--- src/sv/gnc_pkg.sv ---
// gnc_pkg: shared constants, types and the elaboration-time sine table for the
// gradient noise corner core. No dependencies.
`default_nettype none

package gnc_pkg;

    localparam int FRAC_BITS  = 16;
    localparam int ANGLE_BITS = 12;

    localparam int CELL_W  = 16;
    localparam int POINT_W = 32;
    localparam int OUT_W   = 20;

    localparam int S_TDATA_W = 96;   // 2*CELL_W + 2*POINT_W
    localparam int M_TDATA_W = 24;   // OUT_W padded to bytes

    localparam logic [31:0] HASH_M1 = 32'd3284157443;
    localparam logic [31:0] HASH_M2 = 32'd1911520717;
    localparam logic [31:0] HASH_M3 = 32'd2048419325;
    localparam logic [63:0] PI_HALF_Q30 = 64'd1686629713;

    // quarter turn in angle steps, and the address width for 0..QUARTER
    localparam int QUARTER = 2 ** (ANGLE_BITS - 2);
    localparam int ROM_AW  = ANGLE_BITS - 1;

    localparam int OFF_W  = FRAC_BITS + 2;         // offsets in [-2,2)
    localparam int GRAD_W = FRAC_BITS + 2;         // gradient in [-1,1]
    localparam int PROD_W = OFF_W + GRAD_W;
    localparam int SUM_W  = PROD_W + 1;
    localparam int DIFF_W = ((CELL_W + FRAC_BITS > POINT_W) ? CELL_W + FRAC_BITS : POINT_W) + 1;

    localparam int OUT_MAX = 2 ** (OUT_W - 1) - 1;
    localparam int OUT_MIN = -(2 ** (OUT_W - 1));

    typedef enum logic [1:0] {
        QUAD_I,
        QUAD_II,
        QUAD_III,
        QUAD_IV
    } quad_t;

    // load enables, one per register stage
    typedef struct packed {
        logic s1;
        logic s2;
        logic s3;
        logic s4;
        logic s5;
        logic s6;
    } stage_en_t;

    typedef logic [0:QUARTER][FRAC_BITS:0] sine_rom_t;

    // (2n)(2n+1) for the Taylor terms of sine
    localparam logic [63:0] TAYLOR_DIV [9] = '{
        64'd6, 64'd20, 64'd42, 64'd72, 64'd110, 64'd156, 64'd210, 64'd272, 64'd342
    };

    // sin(pi/2 * r / QUARTER) in Q1.FRAC_BITS, evaluated only at elaboration
    function automatic sine_rom_t build_sine_rom();
        sine_rom_t rom;
        logic [63:0] x;
        logic [63:0] x2;
        logic [63:0] term;
        logic signed [63:0] sum;
        rom = '0;
        for (int r = 0; r <= QUARTER; r++) begin
            x = (PI_HALF_Q30 * 64'(r) + (64'd1 << (ANGLE_BITS - 3))) >> (ANGLE_BITS - 2);
            x2 = (x * x) >> 30;
            term = x;
            sum = $signed(x);
            for (int n = 1; n <= 9; n++) begin
                term = ((term * x2) >> 30) / TAYLOR_DIV[n - 1];
                if ((n % 2) == 1) begin
                    sum = sum - $signed(term);
                end else begin
                    sum = sum + $signed(term);
                end
            end
            if (sum < 0) begin
                sum = 0;
            end
            if (sum > 64'sd1073741824) begin
                sum = 64'sd1073741824;
            end
            rom[r] = (FRAC_BITS + 1)'(($unsigned(sum) + (64'd1 << (29 - FRAC_BITS)))
                                      >> (30 - FRAC_BITS));
        end
        return rom;
    endfunction

    localparam sine_rom_t SINE_ROM = build_sine_rom();

endpackage

`default_nettype wire

--- src/sv/gnc_front.sv ---
// gnc_front: stages 1 to 3, corner hash (three wrapping multiplies) and the
// saturated point-minus-corner offsets. Depends on gnc_pkg.
`default_nettype none

module gnc_front (
    input  wire logic                                  aclk,
    input  wire gnc_pkg::stage_en_t                    en,
    input  wire logic signed [gnc_pkg::CELL_W-1:0]     cell_x,
    input  wire logic signed [gnc_pkg::CELL_W-1:0]     cell_y,
    input  wire logic signed [gnc_pkg::POINT_W-1:0]    point_x,
    input  wire logic signed [gnc_pkg::POINT_W-1:0]    point_y,
    output logic [gnc_pkg::ANGLE_BITS-1:0]             angle_idx,
    output logic signed [gnc_pkg::OFF_W-1:0]           dx,
    output logic signed [gnc_pkg::OFF_W-1:0]           dy
);

    localparam int DW = gnc_pkg::DIFF_W;
    localparam int OW = gnc_pkg::OFF_W;
    localparam int AB = gnc_pkg::ANGLE_BITS;

    localparam logic signed [DW-1:0] OFF_HI =
        (DW'(1) <<< (gnc_pkg::FRAC_BITS + 1)) - DW'(1);
    localparam logic signed [DW-1:0] OFF_LO = -(DW'(1) <<< (gnc_pkg::FRAC_BITS + 1));

    function automatic logic signed [OW-1:0] sat_off(input logic signed [DW-1:0] d);
        logic signed [DW-1:0] s;
        s = d;
        if (d < OFF_LO) begin
            s = OFF_LO;
        end else if (d > OFF_HI) begin
            s = OFF_HI;
        end
        return OW'(s);
    endfunction

    function automatic logic [31:0] rotl16(input logic [31:0] v);
        return {v[15:0], v[31:16]};
    endfunction

    // stage 1
    logic [31:0]                  hash1_reg, hash1_next;
    logic [31:0]                  cx_ext;
    logic signed [gnc_pkg::CELL_W-1:0] cy1_reg;
    logic signed [DW-1:0]         diff_x, diff_y;
    logic signed [OW-1:0]         dx1_reg, dy1_reg;
    // stage 2
    logic [31:0]                  hash_a2_reg, hash_b2_reg, hash_b2_next, cy_ext;
    logic signed [OW-1:0]         dx2_reg, dy2_reg;
    // stage 3
    logic [31:0]                  hash3_next;
    logic [AB-1:0]                angle3_reg;
    logic signed [OW-1:0]         dx3_reg, dy3_reg;

    always_comb begin
        cx_ext = 32'(cell_x);
        hash1_next = cx_ext * gnc_pkg::HASH_M1;
        diff_x = DW'(point_x) - (DW'(cell_x) <<< gnc_pkg::FRAC_BITS);
        diff_y = DW'(point_y) - (DW'(cell_y) <<< gnc_pkg::FRAC_BITS);
        cy_ext = 32'(cy1_reg);
        hash_b2_next = (cy_ext ^ rotl16(hash1_reg)) * gnc_pkg::HASH_M2;
        hash3_next = (hash_a2_reg ^ rotl16(hash_b2_reg)) * gnc_pkg::HASH_M3;
    end

    always_ff @(posedge aclk) begin
        if (en.s1) begin
            hash1_reg <= hash1_next;
            cy1_reg   <= cell_y;
            dx1_reg   <= sat_off(diff_x);
            dy1_reg   <= sat_off(diff_y);
        end
        if (en.s2) begin
            hash_a2_reg <= hash1_reg;
            hash_b2_reg <= hash_b2_next;
            dx2_reg     <= dx1_reg;
            dy2_reg     <= dy1_reg;
        end
        if (en.s3) begin
            angle3_reg <= hash3_next[31 -: AB];
            dx3_reg    <= dx2_reg;
            dy3_reg    <= dy2_reg;
        end
    end

    assign angle_idx = angle3_reg;
    assign dx = dx3_reg;
    assign dy = dy3_reg;

endmodule

`default_nettype wire

--- config.mk ---
export PLATFORM = sky130hd
export DESIGN_NAME = gnc_front
export DESIGN_NICKNAME = d
export VERILOG_FILES = /design/src/sv/gnc_pkg.sv /design/src/sv/gnc_front.sv
export SDC_FILE = /design/constraint.sdc
export NUM_CORES = 2
export LEC_CHECK = 0
export ABC_AREA = 1
export BUFFER_PORTS_ARGS = -buffer_cell sky130_fd_sc_hd__buf_2
export CAP_MARGIN = 40
export CORE_ASPECT_RATIO = 0.8
export CORE_MARGIN = 1
export CORE_UTILIZATION = 40
export CTS_BUF_LIST = sky130_fd_sc_hd__clkbuf_8
export CTS_CLUSTER_SIZE = 16
export DETAILED_ROUTE_END_ITERATION = 10
export PLACE_DENSITY_LB_ADDON = 0.3
export SLEW_MARGIN = 20
export SYNTH_ARGS = -nofsm -noshare
export SYNTH_HDL_FRONTEND = slang
export SYNTH_SLANG_ARGS = --single-unit
export TNS_END_PERCENT = 1
--- constraint.sdc ---
create_clock -name aclk -period 21.7 [get_ports aclk]
set_clock_uncertainty 0.15 [all_clocks]
set_input_delay 4.34 -clock aclk [delete_from_list [all_inputs] [get_ports aclk]]
set_output_delay 4.34 -clock aclk [all_outputs]
set_load 0.1 [all_outputs]
# --- Word-level counts from Yosys, hierarchy flattened ---
# Index checks and enable logic that the tools add are counted.
word_totals:
  inputBits: 103
  word_cells: 24
  register_bits: 232
classes:
  addsub: 2
  n_lt_le_gt_ge: 4
  multipliers: 3
  bitwise: 2
  mux: 2
op_table:
  columns: ["operator", "n"]
  rows:
  - ["$gt 33x18->1 const B", 2]
  - ["$lt 33x18->1 const B", 2]
  - ["$sub 32x32->33", 2]
  - ["$mul 32x31->32 const B", 2]
  - ["$xor 32x32->32", 2]
  - ["$mux 18", 2]
  - ["$mul 16x31->32 const B", 1]

# --- Depth between registers and ports, before layout ---
depth:
  depth_word: 3
  depth_mapped: 34
  mapped_depth_nobuf: 34

# --- Least setup slack after synthesis ---
# Ideal clock, no wire load.
synth_path:
  path_type: "input to register"
  start: "input port cell_x[4] (netlist name)"
  end: "register hash1_reg[31] (data pin)"
  required_ns: 21.298
  n_path_buf: 0
  setup_ns: 0.252
  setup_slack_ns: 13.137
  t_arrival_ns: 8.161
  cell_stages: 18
  cell_sequence: "fa_1 > inv_1 > fa_1 > inv_1 > ha_1 > fa_1 > inv_1 > fa_1 > inv_1 > fa_1 > ha_1 > inv_1 > nor3_1 > nand2_1 > o211ai_1 > a21oi_1 > nand2_1 > nand2_1"
synth_via:
  elab_chain_cells: 1
synth_rtl:
  columns: ["element", "line_no", "rtl"]
  rows:
  - ["start: declaration", "gnc_front.sv:8", "input wire logic signed [gnc_pkg::CELL_W-1:0] cell_x,"]
  - ["$mul 16x31->32", "gnc_front.sv:56", "hash1_next = cx_ext * gnc_pkg::HASH_M1;"]
  - ["via hash1_next[31]", "gnc_front.sv:41", "logic [31:0] hash1_reg, hash1_next;"]
  - ["end signal: assignment", "gnc_front.sv:66", "hash1_reg <= hash1_next;"]
  - ["end: declaration", "gnc_front.sv:41", null]
# The timed path passes the listed nets, and every way through them passes these cells.
# A chain may end at the register's enable or synchronous reset.

# --- Worst setup path in the final report ---
# Same ends and word-level chain as after synthesis.

==> metrics <==
Buffers on Ports approximately 150; RSZ-0062 raised after global routing no; syn_area_per_cell a little under 10 um^2; hpwl dp about 74000 um; post-route ant nets 0; flops & latches, synth 232; post-place setup slack ~13 ns; post-cts sizing count 0; YS warnings 0; layout cell share with drive strength beyond 1 0.0701; Startpoint Class input pin; Worst-path clk slew 0.06 ns; Post-Syn Area between 30000 and 40000 um^2; critical path required time 21.91 ns; top cells by count, synth inv_1 (983), nand2_1 (540), fa_1 (502); worst-skew pair later-pin latency between 0.6 and 0.7 ns; Placer Congestion between 0.9 and 1; CP Max Fanout 6; WHS between 0.2 and 0.3 ns; core area 82200 um^2; GRT Resource Usage Total 0.200; setup TNS 0 ns; Nets between 4000 and 5000; fillcell total 7945; final setup vio count 0; Primary FF master, synth edfxtp_1; post-synthesis cell count around 3400; max-slew violations 0; Die H around 260 um; Hold Fails Final Rpt 0; CP Capture Type register; Max Cap Viol 0; Num CTS Buffers between 40 and 50; grt total ovfl 0; first-pass GRT wire length approximately 130000 um; syn_nets 4543; status complete, no violations; Layout Utilization 0.442; Vias/cell around 4.6; period utilisation layout 0.391; signal arrival time at the worst endpoint between 8 and 9 ns; asr flop ratio synth 0; fmax between 100 and 150 MHz; number of synthesized flops with an enable pin ~230; Layout Area Growth over Synthesis 9.37%; row count 94; sequential area share after synthesis 0.210; Synth cell types 44; Worst Tran Pin Value ~0.78 ns; DR DRC count 0; Die Width roughly 320 um; CP Class input pin to register; Synth top area share 0.302; postcts setup bufs 0; Starting Density 0.404; average wire per standard cell about 17 um; DR vias ~22000; IO Pins 151; DRT iter0 DRCs approximately 1200; CTS tree built; post-synth top area cell fa_1; die area between 80000 and 90000 um^2; drt pass-1 iters 4; Max Buffers Root-to-Sink 3; antenna violations before repair 16; vias in the first global route roughly 23000; PnR worst setup slack approximately 13 ns; hold buffers post-CTS 0; Total Routed Length 83000 um; top post-synthesis cells by area fa_1 (30%), edfxtp_1 (21%), ha_1 (18%); Slew Limit Headroom 0.481; post-route minimum period between 8 and 9 ns; most frequent cell after synthesis inv_1; Hold Path Class register to register; H-Tree Level Count 2; CTS sink count 232; CTS root buf clkbuf_8; largest net degree at the start of global routing 68
[worst paths after layout]
path	from	to	slack [ns]	cells after the start
worst max-delay path	cell_x[4]	hash1_reg[31]	13.20	19
worst min-delay path	dy2_reg[14]	dy[14]	0.26	0
worst max register to register	hash1_reg[21]	hash_b2_reg[28]	13.76	28
worst min register to register	dy2_reg[14]	dy[14]	0.26	0
[routing by layer]
layer  track usage  wire, um  vias up
met5        0.0145        46        -
met4        0.0421      1540        8
met3        0.0510      6040       89
met2         0.315     36700      453
met1         0.277     38700    10700
li1              -         -    11000
[worst max-delay path, cell delays in order]
cell	delay, ns
buf_2	0.17
fa_1	0.58
inv_1	0.07
fa_1	0.50
inv_1	0.04
ha_1	0.30
fa_1	0.54
inv_1	0.05
fa_1	0.35
inv_1	0.09
fa_1	0.44
ha_1	0.34
inv_1	0.09
nor3_1	0.27
nand2_1	0.12
o211ai_1	0.21
a21oi_1	0.09
nand2_1	0.08
nand2_1	0.04
[stage by stage]
stage / instances / instance area [um^2]
global placement: 4700 / 35400
detailed placement: 4705 / 35400
finish: 4791 / 36400
global route: 4785 / 36400
CTS: 4780 / 36300
floorplan: 3448 / 33300
[layout by cell type, fill, tap and decap left out, types with 3 or more instances in the layout]
| master | netlist | routed |
|---|---|---|
| nand3_2 | 5 | 5 |
| ha_1 | 490 | 490 |
| inv_1 | 983 | 989 |
| buf_2 | 0 | 147 |
| o21ai_0 | 49 | 49 |
| and2_1 | 6 | 6 |
| nor3_1 | 19 | 19 |
| nor2_1 | 111 | 111 |
| xor2_1 | 85 | 85 |
| a21o_1 | 13 | 13 |
| bufinv_16 | 0 | 6 |
| a21oi_2 | 3 | 3 |
| nand4_1 | 31 | 31 |
| a21oi_1 | 101 | 101 |
| o21bai_1 | 8 | 8 |
| nand2_2 | 11 | 11 |
| a31oi_1 | 8 | 8 |
| nand2_1 | 540 | 540 |
| or2_2 | 7 | 7 |
| clkbuf_8 | 0 | 42 |
| nor4_1 | 6 | 6 |
| o211ai_1 | 4 | 4 |
| buf_4 | 1 | 11 |
| nor2_2 | 6 | 6 |
| nand3b_1 | 16 | 16 |
| edfxtp_1 | 232 | 232 |
| diode_2 | 0 | 8 |
| clkinv_2 | 0 | 5 |
| clkinv_1 | 0 | 11 |
| xnor2_1 | 97 | 97 |
| fa_1 | 502 | 502 |
| a21boi_0 | 4 | 4 |
| nand3_1 | 84 | 84 |
[cell type report]
class,instances,area (um^2),share of cell area
timing repair buffer,162,876,0.0241
sequential,232,6970,0.192
multi-input combinational,2225,22500,0.619
tap,1104,1380,0.0380
antenna,8,20.0,0.000550
clock inverter,33,325,0.00894
inverter,985,3700,0.102
clock buffer,42,578,0.0159
[logic make-up after synthesis]
| logic type | Yosys count | share of synthesized area |
|---|---|---|
| fa+ha+maj | 992 | 0.487 |
| buf+inv | 991 | 0.113 |
| simple gates | 847 | 0.108 |
| flops | 232 | 0.210 |
| compound gates | 204 | 0.0349 |
| xor+xnor | 182 | 0.0479 |
Power is left out: the tool's default activity adds up to more than one toggle a clock period on the data nets, which glitch-free logic cannot reach.
