## src/sv/gnc_pkg.sv

```systemverilog
// gnc_pkg: shared constants, types and the elaboration-time sine table for the
// gradient noise corner core. No dependencies.
`default_nettype none

package gnc_pkg;

    localparam int FRAC_BITS  = 16;
    localparam int ANGLE_BITS = 12;

    localparam int CELL_W  = 16;
    localparam int POINT_W = 32;
    localparam int OUT_W   = 20;

    localparam int S_TDATA_W = 96;   // 2*CELL_W + 2*POINT_W
    localparam int M_TDATA_W = 24;   // OUT_W padded to bytes

    localparam logic [31:0] HASH_M1 = 32'd3284157443;
    localparam logic [31:0] HASH_M2 = 32'd1911520717;
    localparam logic [31:0] HASH_M3 = 32'd2048419325;
    localparam logic [63:0] PI_HALF_Q30 = 64'd1686629713;

    // quarter turn in angle steps, and the address width for 0..QUARTER
    localparam int QUARTER = 2 ** (ANGLE_BITS - 2);
    localparam int ROM_AW  = ANGLE_BITS - 1;

    localparam int OFF_W  = FRAC_BITS + 2;         // offsets in [-2,2)
    localparam int GRAD_W = FRAC_BITS + 2;         // gradient in [-1,1]
    localparam int PROD_W = OFF_W + GRAD_W;
    localparam int SUM_W  = PROD_W + 1;
    localparam int DIFF_W = ((CELL_W + FRAC_BITS > POINT_W) ? CELL_W + FRAC_BITS : POINT_W) + 1;

    localparam int OUT_MAX = 2 ** (OUT_W - 1) - 1;
    localparam int OUT_MIN = -(2 ** (OUT_W - 1));

    typedef enum logic [1:0] {
        QUAD_I,
        QUAD_II,
        QUAD_III,
        QUAD_IV
    } quad_t;

    // load enables, one per register stage
    typedef struct packed {
        logic s1;
        logic s2;
        logic s3;
        logic s4;
        logic s5;
        logic s6;
    } stage_en_t;

    typedef logic [0:QUARTER][FRAC_BITS:0] sine_rom_t;

    // (2n)(2n+1) for the Taylor terms of sine
    localparam logic [63:0] TAYLOR_DIV [9] = '{
        64'd6, 64'd20, 64'd42, 64'd72, 64'd110, 64'd156, 64'd210, 64'd272, 64'd342
    };

    // sin(pi/2 * r / QUARTER) in Q1.FRAC_BITS, evaluated only at elaboration
    function automatic sine_rom_t build_sine_rom();
        sine_rom_t rom;
        logic [63:0] x;
        logic [63:0] x2;
        logic [63:0] term;
        logic signed [63:0] sum;
        rom = '0;
        for (int r = 0; r <= QUARTER; r++) begin
            x = (PI_HALF_Q30 * 64'(r) + (64'd1 << (ANGLE_BITS - 3))) >> (ANGLE_BITS - 2);
            x2 = (x * x) >> 30;
            term = x;
            sum = $signed(x);
            for (int n = 1; n <= 9; n++) begin
                term = ((term * x2) >> 30) / TAYLOR_DIV[n - 1];
                if ((n % 2) == 1) begin
                    sum = sum - $signed(term);
                end else begin
                    sum = sum + $signed(term);
                end
            end
            if (sum < 0) begin
                sum = 0;
            end
            if (sum > 64'sd1073741824) begin
                sum = 64'sd1073741824;
            end
            rom[r] = (FRAC_BITS + 1)'(($unsigned(sum) + (64'd1 << (29 - FRAC_BITS)))
                                      >> (30 - FRAC_BITS));
        end
        return rom;
    endfunction

    localparam sine_rom_t SINE_ROM = build_sine_rom();

endpackage

`default_nettype wire

```

## src/sv/gnc_dot.sv

```systemverilog
// gnc_dot: stages 5 and 6, gradient sign selection, two products, then sum,
// round half up and saturate to the output range. Depends on gnc_pkg.
`default_nettype none

module gnc_dot (
    input  wire logic                                  aclk,
    input  wire gnc_pkg::stage_en_t                    en,
    input  wire logic [gnc_pkg::FRAC_BITS:0]           sin_r,
    input  wire logic [gnc_pkg::FRAC_BITS:0]           sin_q,
    input  wire gnc_pkg::quad_t                        quad,
    input  wire logic signed [gnc_pkg::OFF_W-1:0]      dx,
    input  wire logic signed [gnc_pkg::OFF_W-1:0]      dy,
    output logic signed [gnc_pkg::OUT_W-1:0]           corner_value
);

    localparam int GW = gnc_pkg::GRAD_W;
    localparam int PW = gnc_pkg::PROD_W;
    localparam int SW = gnc_pkg::SUM_W;

    localparam logic signed [SW-1:0] ROUND_HALF = SW'(1) <<< (gnc_pkg::FRAC_BITS - 1);
    localparam logic signed [SW-1:0] RES_HI = SW'(gnc_pkg::OUT_MAX);
    localparam logic signed [SW-1:0] RES_LO = SW'(gnc_pkg::OUT_MIN);

    logic signed [GW-1:0] fr, fq, gx, gy;
    logic signed [PW-1:0] prod_x_reg, prod_y_reg, prod_x_next, prod_y_next;
    logic signed [SW-1:0] sum, shifted, clipped;
    logic signed [gnc_pkg::OUT_W-1:0] result_reg;

    always_comb begin
        fr = $signed({1'b0, sin_r});
        fq = $signed({1'b0, sin_q});
        case (quad)
            gnc_pkg::QUAD_I: begin
                gx = fq;
                gy = fr;
            end
            gnc_pkg::QUAD_II: begin
                gx = -fr;
                gy = fq;
            end
            gnc_pkg::QUAD_III: begin
                gx = -fq;
                gy = -fr;
            end
            default: begin
                gx = fr;
                gy = -fq;
            end
        endcase
        prod_x_next = PW'(dx) * PW'(gx);
        prod_y_next = PW'(dy) * PW'(gy);

        // floor((acc + half) / 2^FRAC_BITS)
        sum = SW'(prod_x_reg) + SW'(prod_y_reg) + ROUND_HALF;
        shifted = sum >>> gnc_pkg::FRAC_BITS;
        clipped = shifted;
        if (shifted > RES_HI) begin
            clipped = RES_HI;
        end else if (shifted < RES_LO) begin
            clipped = RES_LO;
        end
    end

    always_ff @(posedge aclk) begin
        if (en.s5) begin
            prod_x_reg <= prod_x_next;
            prod_y_reg <= prod_y_next;
        end
        if (en.s6) begin
            result_reg <= gnc_pkg::OUT_W'(clipped);
        end
    end

    assign corner_value = result_reg;

endmodule

`default_nettype wire

```

## config.mk

```make
export PLATFORM = sky130hd
export DESIGN_NAME = gnc_dot
export DESIGN_NICKNAME = d
export VERILOG_FILES = /design/src/sv/gnc_pkg.sv /design/src/sv/gnc_dot.sv
export SDC_FILE = /design/constraint.sdc
export NUM_CORES = 2
export LEC_CHECK = 0
export ABC_CLOCK_PERIOD_IN_PS = 13250
export BUFFER_PORTS_ARGS = -buffer_cell sky130_fd_sc_hd__buf_2
export CAP_MARGIN = 20
export CORE_ASPECT_RATIO = 0.6
export CORE_MARGIN = 8
export CORE_UTILIZATION = 45
export CTS_BUF_LIST = sky130_fd_sc_hd__clkbuf_4 sky130_fd_sc_hd__clkbuf_8
export DETAILED_ROUTE_END_ITERATION = 7
export HOLD_SLACK_MARGIN = 0.08
export PLACE_DENSITY = 0.71
export SETUP_SLACK_MARGIN = 0.2
export SLEW_MARGIN = 10
export SYNTH_ARGS = -nofsm -noshare
export SYNTH_HDL_FRONTEND = slang
export SYNTH_SLANG_ARGS = --single-unit
```

## constraint.sdc

```tcl
create_clock -name aclk -period 13.25 [get_ports aclk]
set_clock_uncertainty 0.1 [all_clocks]
set_input_delay 2.65 -clock aclk [delete_from_list [all_inputs] [get_ports aclk]]
set_output_delay 2.65 -clock aclk [all_outputs]
set_load 0.01 [all_outputs]
```

Word level (Yosys, flattened, before mapping)
Index checks and enable logic that the tools add are counted.
Widths: inputs -> output; s select.

cells by class
  $mul = 2
  equality and inequality tests = 2
  mux-type cells = 3
  add/sub/neg operators = 4
  reduce and logical (&&, ||, !) cells = 1
  magnitude comparators = 2

operator list
  cell                    number
  $pmux 18 s3             2
  $mul 18x18->36          2
  $add 36x36->37          1
  $add 37x17->37 const B  1
  $neg 17->18             2
  $gt 21x20->1 const B    1
  $lt 21x20->1 const B    1
  $mux 20                 1
  $eq 2x1->1 const B      1
  $eq 2x2->1 const B      1
  $logic_not 2->1         1

storage, ports and cells
  bits of input ports = 79
  register bits = 92
  output and inout bits = 20
  logic and storage cells = 17

Longest topological paths before layout
  depth in word-level cells = 4
  gate-level depth with buffers = 32
  depth with buffers taken out = 31

Worst setup path after synthesis
No wires, ideal clock.

  path kind = input to register
  start = in sin_r[2] (netlist name)
  end = reg prod_x_reg[34] (data pin)
  library setup time = 0.259 ns
  stages on the path = 31
  setup slack = 2.493 ns
  buffers on the path = 1
  data required time = 12.891 ns
  arrival = 10.399 ns
  cell sequence = or3_4 -> or3_4 -> or3_4 -> or3_4 -> nor3_1 -> nor2_1 -> xnor2_1 -> a21oi_1 -> clkbuf_1 -> nand2_1 -> fa_1 -> inv_1 -> fa_1 -> inv_1 -> fa_1 -> inv_1 -> fa_1 -> fa_1 -> inv_1 -> fa_1 -> inv_1 -> ha_1 -> o21a_1 -> o21ba_2 -> o41ai_1 -> a31oi_1 -> o2111a_1 -> o41ai_1 -> o21ai_0 -> o211ai_1 -> xnor2_1

on the way
  word-level cells in the longest chain between the ends = 3

RTL lines
  what                  line           text
  from (decl)           gnc_dot.sv:8   input wire logic [gnc_pkg::FRAC_BITS:0] sin_r,
  $neg 17->18           gnc_dot.sv:38  gx = -fr;
  $pmux 18 s3 (*)       gnc_dot.sv:32  case (quad)
  $mul 18x18->36 (*)    gnc_dot.sv:50  prod_x_next = PW'(dx) * PW'(gx);
  net prod_x_next[34]   gnc_dot.sv:25  logic signed [PW-1:0] prod_x_reg, prod_y_reg, prod_x_next, prod_y_next;
  to (signal assigned)  gnc_dot.sv:66  prod_x_reg <= prod_x_next;
  to (decl)             gnc_dot.sv:25

Mark *: on every way through the listed nets, which the timed path passes. The rest lies on a longest branch.
A chain may end at the register's enable or synchronous reset.

Final worst setup path
  start = in sin_r[0] (netlist name)
  end = reg prod_y_reg[32] (data pin)

on the way
  word-level cells in the longest chain between the ends = 3

RTL lines
  what                  line           text
  $neg 17->18           gnc_dot.sv:43  gy = -fr;
  $pmux 18 s3 (*)       gnc_dot.sv:32
  $mul 18x18->36 (*)    gnc_dot.sv:51  prod_y_next = PW'(dy) * PW'(gy);
  net prod_y_next[32]   gnc_dot.sv:25
  to (signal assigned)  gnc_dot.sv:67  prod_y_reg <= prod_y_next;
  to (decl)             gnc_dot.sv:25

Marks and branches as above.

==> out/summary.md <==
The run gives 0.203 as the total routing resource utilization after global routing. Cell with the largest stage delay on the worst path: a2111oi_0. The global routing stage identified its most utilized layer as met1. The height of the die works out to 216 um. The logs give 0.0919 for the sequential fraction of the synthesis area and 0 for the number of max-slew violations in the final report. The cell depth of the worst hold path is 4. The die width was 350 um; the worst-case clock buffer depth was 2. For this design, the CTS-stage hold fixing added 0 buffers. Share of cells above drive strength 1: 0.0551.

The tools report the met2 layer usage reported by global route as 0.286. The number of buffers added for setup after CTS is 0. Of all cell types, the one taking the most synthesized area is fa_1. The run gives 0.455 as the effective utilization at floorplan.

The cell with the most instances after synthesis is inv_1. The number of enable-type register cells in the synthesized netlist is 92, and the average vias per placed instance is 5.19. For the H-tree depth, the log shows 3. For the max-capacitance violation count, the log shows 0. In the synthesized netlist, the cells that appear most often are 770 x inv_1, 658 x fa_1, 441 x nand2_1, 257 x ha_1, 246 x and2_1. The critical path is of the in2reg type. For the worst setup path, the data arrival time is 11,850 ps. After layout, the minimum clock period comes to 11,820 ps.

For the floorplan core area, the log shows 66,100 sq um. The number of antenna violations at the first check in global routing is 6. After synthesis, the cell types taking the most area are fa_1 44%, ha_1 11%, inv_1 9.6%. The detailed router placed 21.8k vias in this run. The Yosys step of the flow raised 0 warnings. The first global-routing pass estimated 123,000 um of wire. The floorplan has 73 rows. For the aggregate routed wire length, the log shows 74,200 um. In this run the most critical hold path is launched from prod_x_reg[35]$_DFFE_PP_.

For the met1 track utilization from global routing, the log shows 0.317. The most used flip-flop cell after synthesis is edfxtp_1. The post-route setup TNS is 0 ps. The pre-antenna-repair detailed-routing pass consisted of 6 iterations. Terminating pin of the worst hold path: corner_value[19]$_SDFFCE_PN0P_. Once detailed placement completed, the half-perimeter wirelength came to 62,900 um. The detail route stage leaves a number of antenna-violating nets equal to 0. Measured in cells, the most critical reg-to-reg path has a length of 11.

TritonCTS built the clock tree. End of the worst register-to-register path: corner_value[6]$_SDFFCE_PN1P_. The data required time of the worst path was 13,280 ps. The type of the most critical hold path is reg2reg.

The startpoint kind of the worst setup timing path was a primary input. The post-detailed-route wirelength per cell came out at 17.7 um. Clock latency at the later pin of the worst-skew pair: 380 ps. The number of cells produced by synthesis was 3,254.

For the number of primary I/O pins, the log shows 99. In this run, post-CTS repair resized a total of 0 instances. Of all nets on the critical path, the largest fanout is 9. The tools report the final estimated routing congestion in global placement as 0.896. The detailed router finished its first iteration with 1,703 violations.

After clock tree synthesis, the clock-pin slew on the worst setup and hold paths is 90 ps. After the last flow step, the layout net total stands at 4,291. Buffers placed on the I/O ports in this run total 94.

Setup repair after global routing left no endpoint under its margin. Critical path capture point type: a register. The area of the die was 75,600 sq um; the fraction of synthesis flops using an asynchronous set or reset pin was 0. In this design, the critical path's most frequently occurring cell is fa_1. Flip-flop and latch count after synthesis: 92.

The total overflow left after global routing is 0. From synthesis to final layout, the design area changed by 5.79%. The run finished with clean final reports. The met3 usage in global routing was 0.0506; the final clock period utilization by the worst path was 0.892.

Clock tree synthesis found a total of 92 sinks. The delay of the slowest cell on the worst path came out at 960 ps. The logs give 9 for the total clock buffers created by CTS and 23.0k for the number of global-route vias before repair. The clock root buffer is clkbuf_8.

For the summed instance area of the synthesized netlist, the log shows 30,100 sq um. The synthesized net count is 4,248. The worst-case headroom to the max-slew limit came out at 0.256. A synthesized cell averages 9.24 sq um.

Entering global routing, the biggest net connects 73 pins. The run gives 0.0846 GHz as the fmax. The number of hold violations in the final report is 0, and the slew of the pin with the lowest slew margin is 1090 ps. The setup-violating endpoint count in the final report was 0; the register-to-register setup slack was 7890 ps. The fraction of synthesized cell area taken by the top area cell type is 0.438. The worst register-to-register path begins at prod_x_reg[4]$_DFFE_PP_. The final routed DRC violation total came out at 0. In this run, distinct cell masters in the synthesized netlist total 66.
[metrics by stage]
step	cells	setup WS, ps	hold WS, ps	instance area, sq um	util
after floorplan	3254	2490	680	30100	-
after global placement	4185	1310	785	31600	0.477
after detailed placement	4186	1280	815	31600	0.478
after CTS	4202	1670	832	31800	0.481
after global routing	4204	810	886	31800	0.481
final	4205	1430	844	31800	0.481
[worst max path at each step]
stage          slack (ps)  cells after the start     start                       end
2_1_floorplan        2490                     31  sin_r[2]  prod_x_reg[34]$_DFFE_PP_
3_3_place_gp         1310                     26  sin_r[2]  prod_y_reg[32]$_DFFE_PP_
3_5_place_dp         1280                     26  sin_r[2]  prod_y_reg[32]$_DFFE_PP_
4_1_cts              1670                     31  sin_r[0]  prod_y_reg[33]$_DFFE_PP_
5_1_grt               810                     31  sin_r[0]  prod_y_reg[33]$_DFFE_PP_
6_report             1430                     29  sin_r[0]  prod_y_reg[32]$_DFFE_PP_
[worst max-delay path, delay by kind of cell]
family                     cells  cell delay, ps
adders and majority gates      8            3280
AOI/OAI and AO/OA              4            2560
and+or+nand+nor               10            2630
buffers and inverters          6             650
xor gates and xnor gates       1              70
[metal layers]
| metal | part of all wire | up-vias |
|---|---|---|
| met4 | 0.014 | 6 |
| met3 | 0.10 | 77 |
| met5 | 0.00043 | - |
| met2 | 0.41 | 864 |
| met1 | 0.48 | 10976 |
| li1 | - | 9896 |
[cells in the final DEF, fill, tap and decap left out, types with 40 or more instances in the layout]
cell      instances
buf_2            94
nor2_1           96
fa_1            658
a21oi_1          97
inv_1           770
and2_1          246
edfxtp_1         92
ha_1            257
xnor2_1          91
nand2_1         441
o21ai_0          66
buf_4            41
xor2_1           41
a21o_1           40
[cell families after synthesis]
| logic type | synth area share |
|---|---|
| AOI/OAI and AO/OA | 0.0661 |
| xor gates and xnor gates | 0.0385 |
| adders and majority gates | 0.545 |
| buffers and inverters | 0.109 |
| DFF | 0.0919 |
| muxes | 0.00254 |
| and+or+nand+nor | 0.146 |
[layout make-up]
type	instances	area (sq um)
Sequential cell	92	2760
Inverter	771	2890
Clock inverter	5	76.3
Tap cell	900	1130
Antenna cell	3	7.51
Clock buffer	11	139
Fill cell	6230	34300
Multi-Input combinational cell	2288	24000
Timing Repair Buffer	135	778
Power is not shown: default switching activity piles up to over one toggle a cycle in this logic, so the estimate is an artifact.
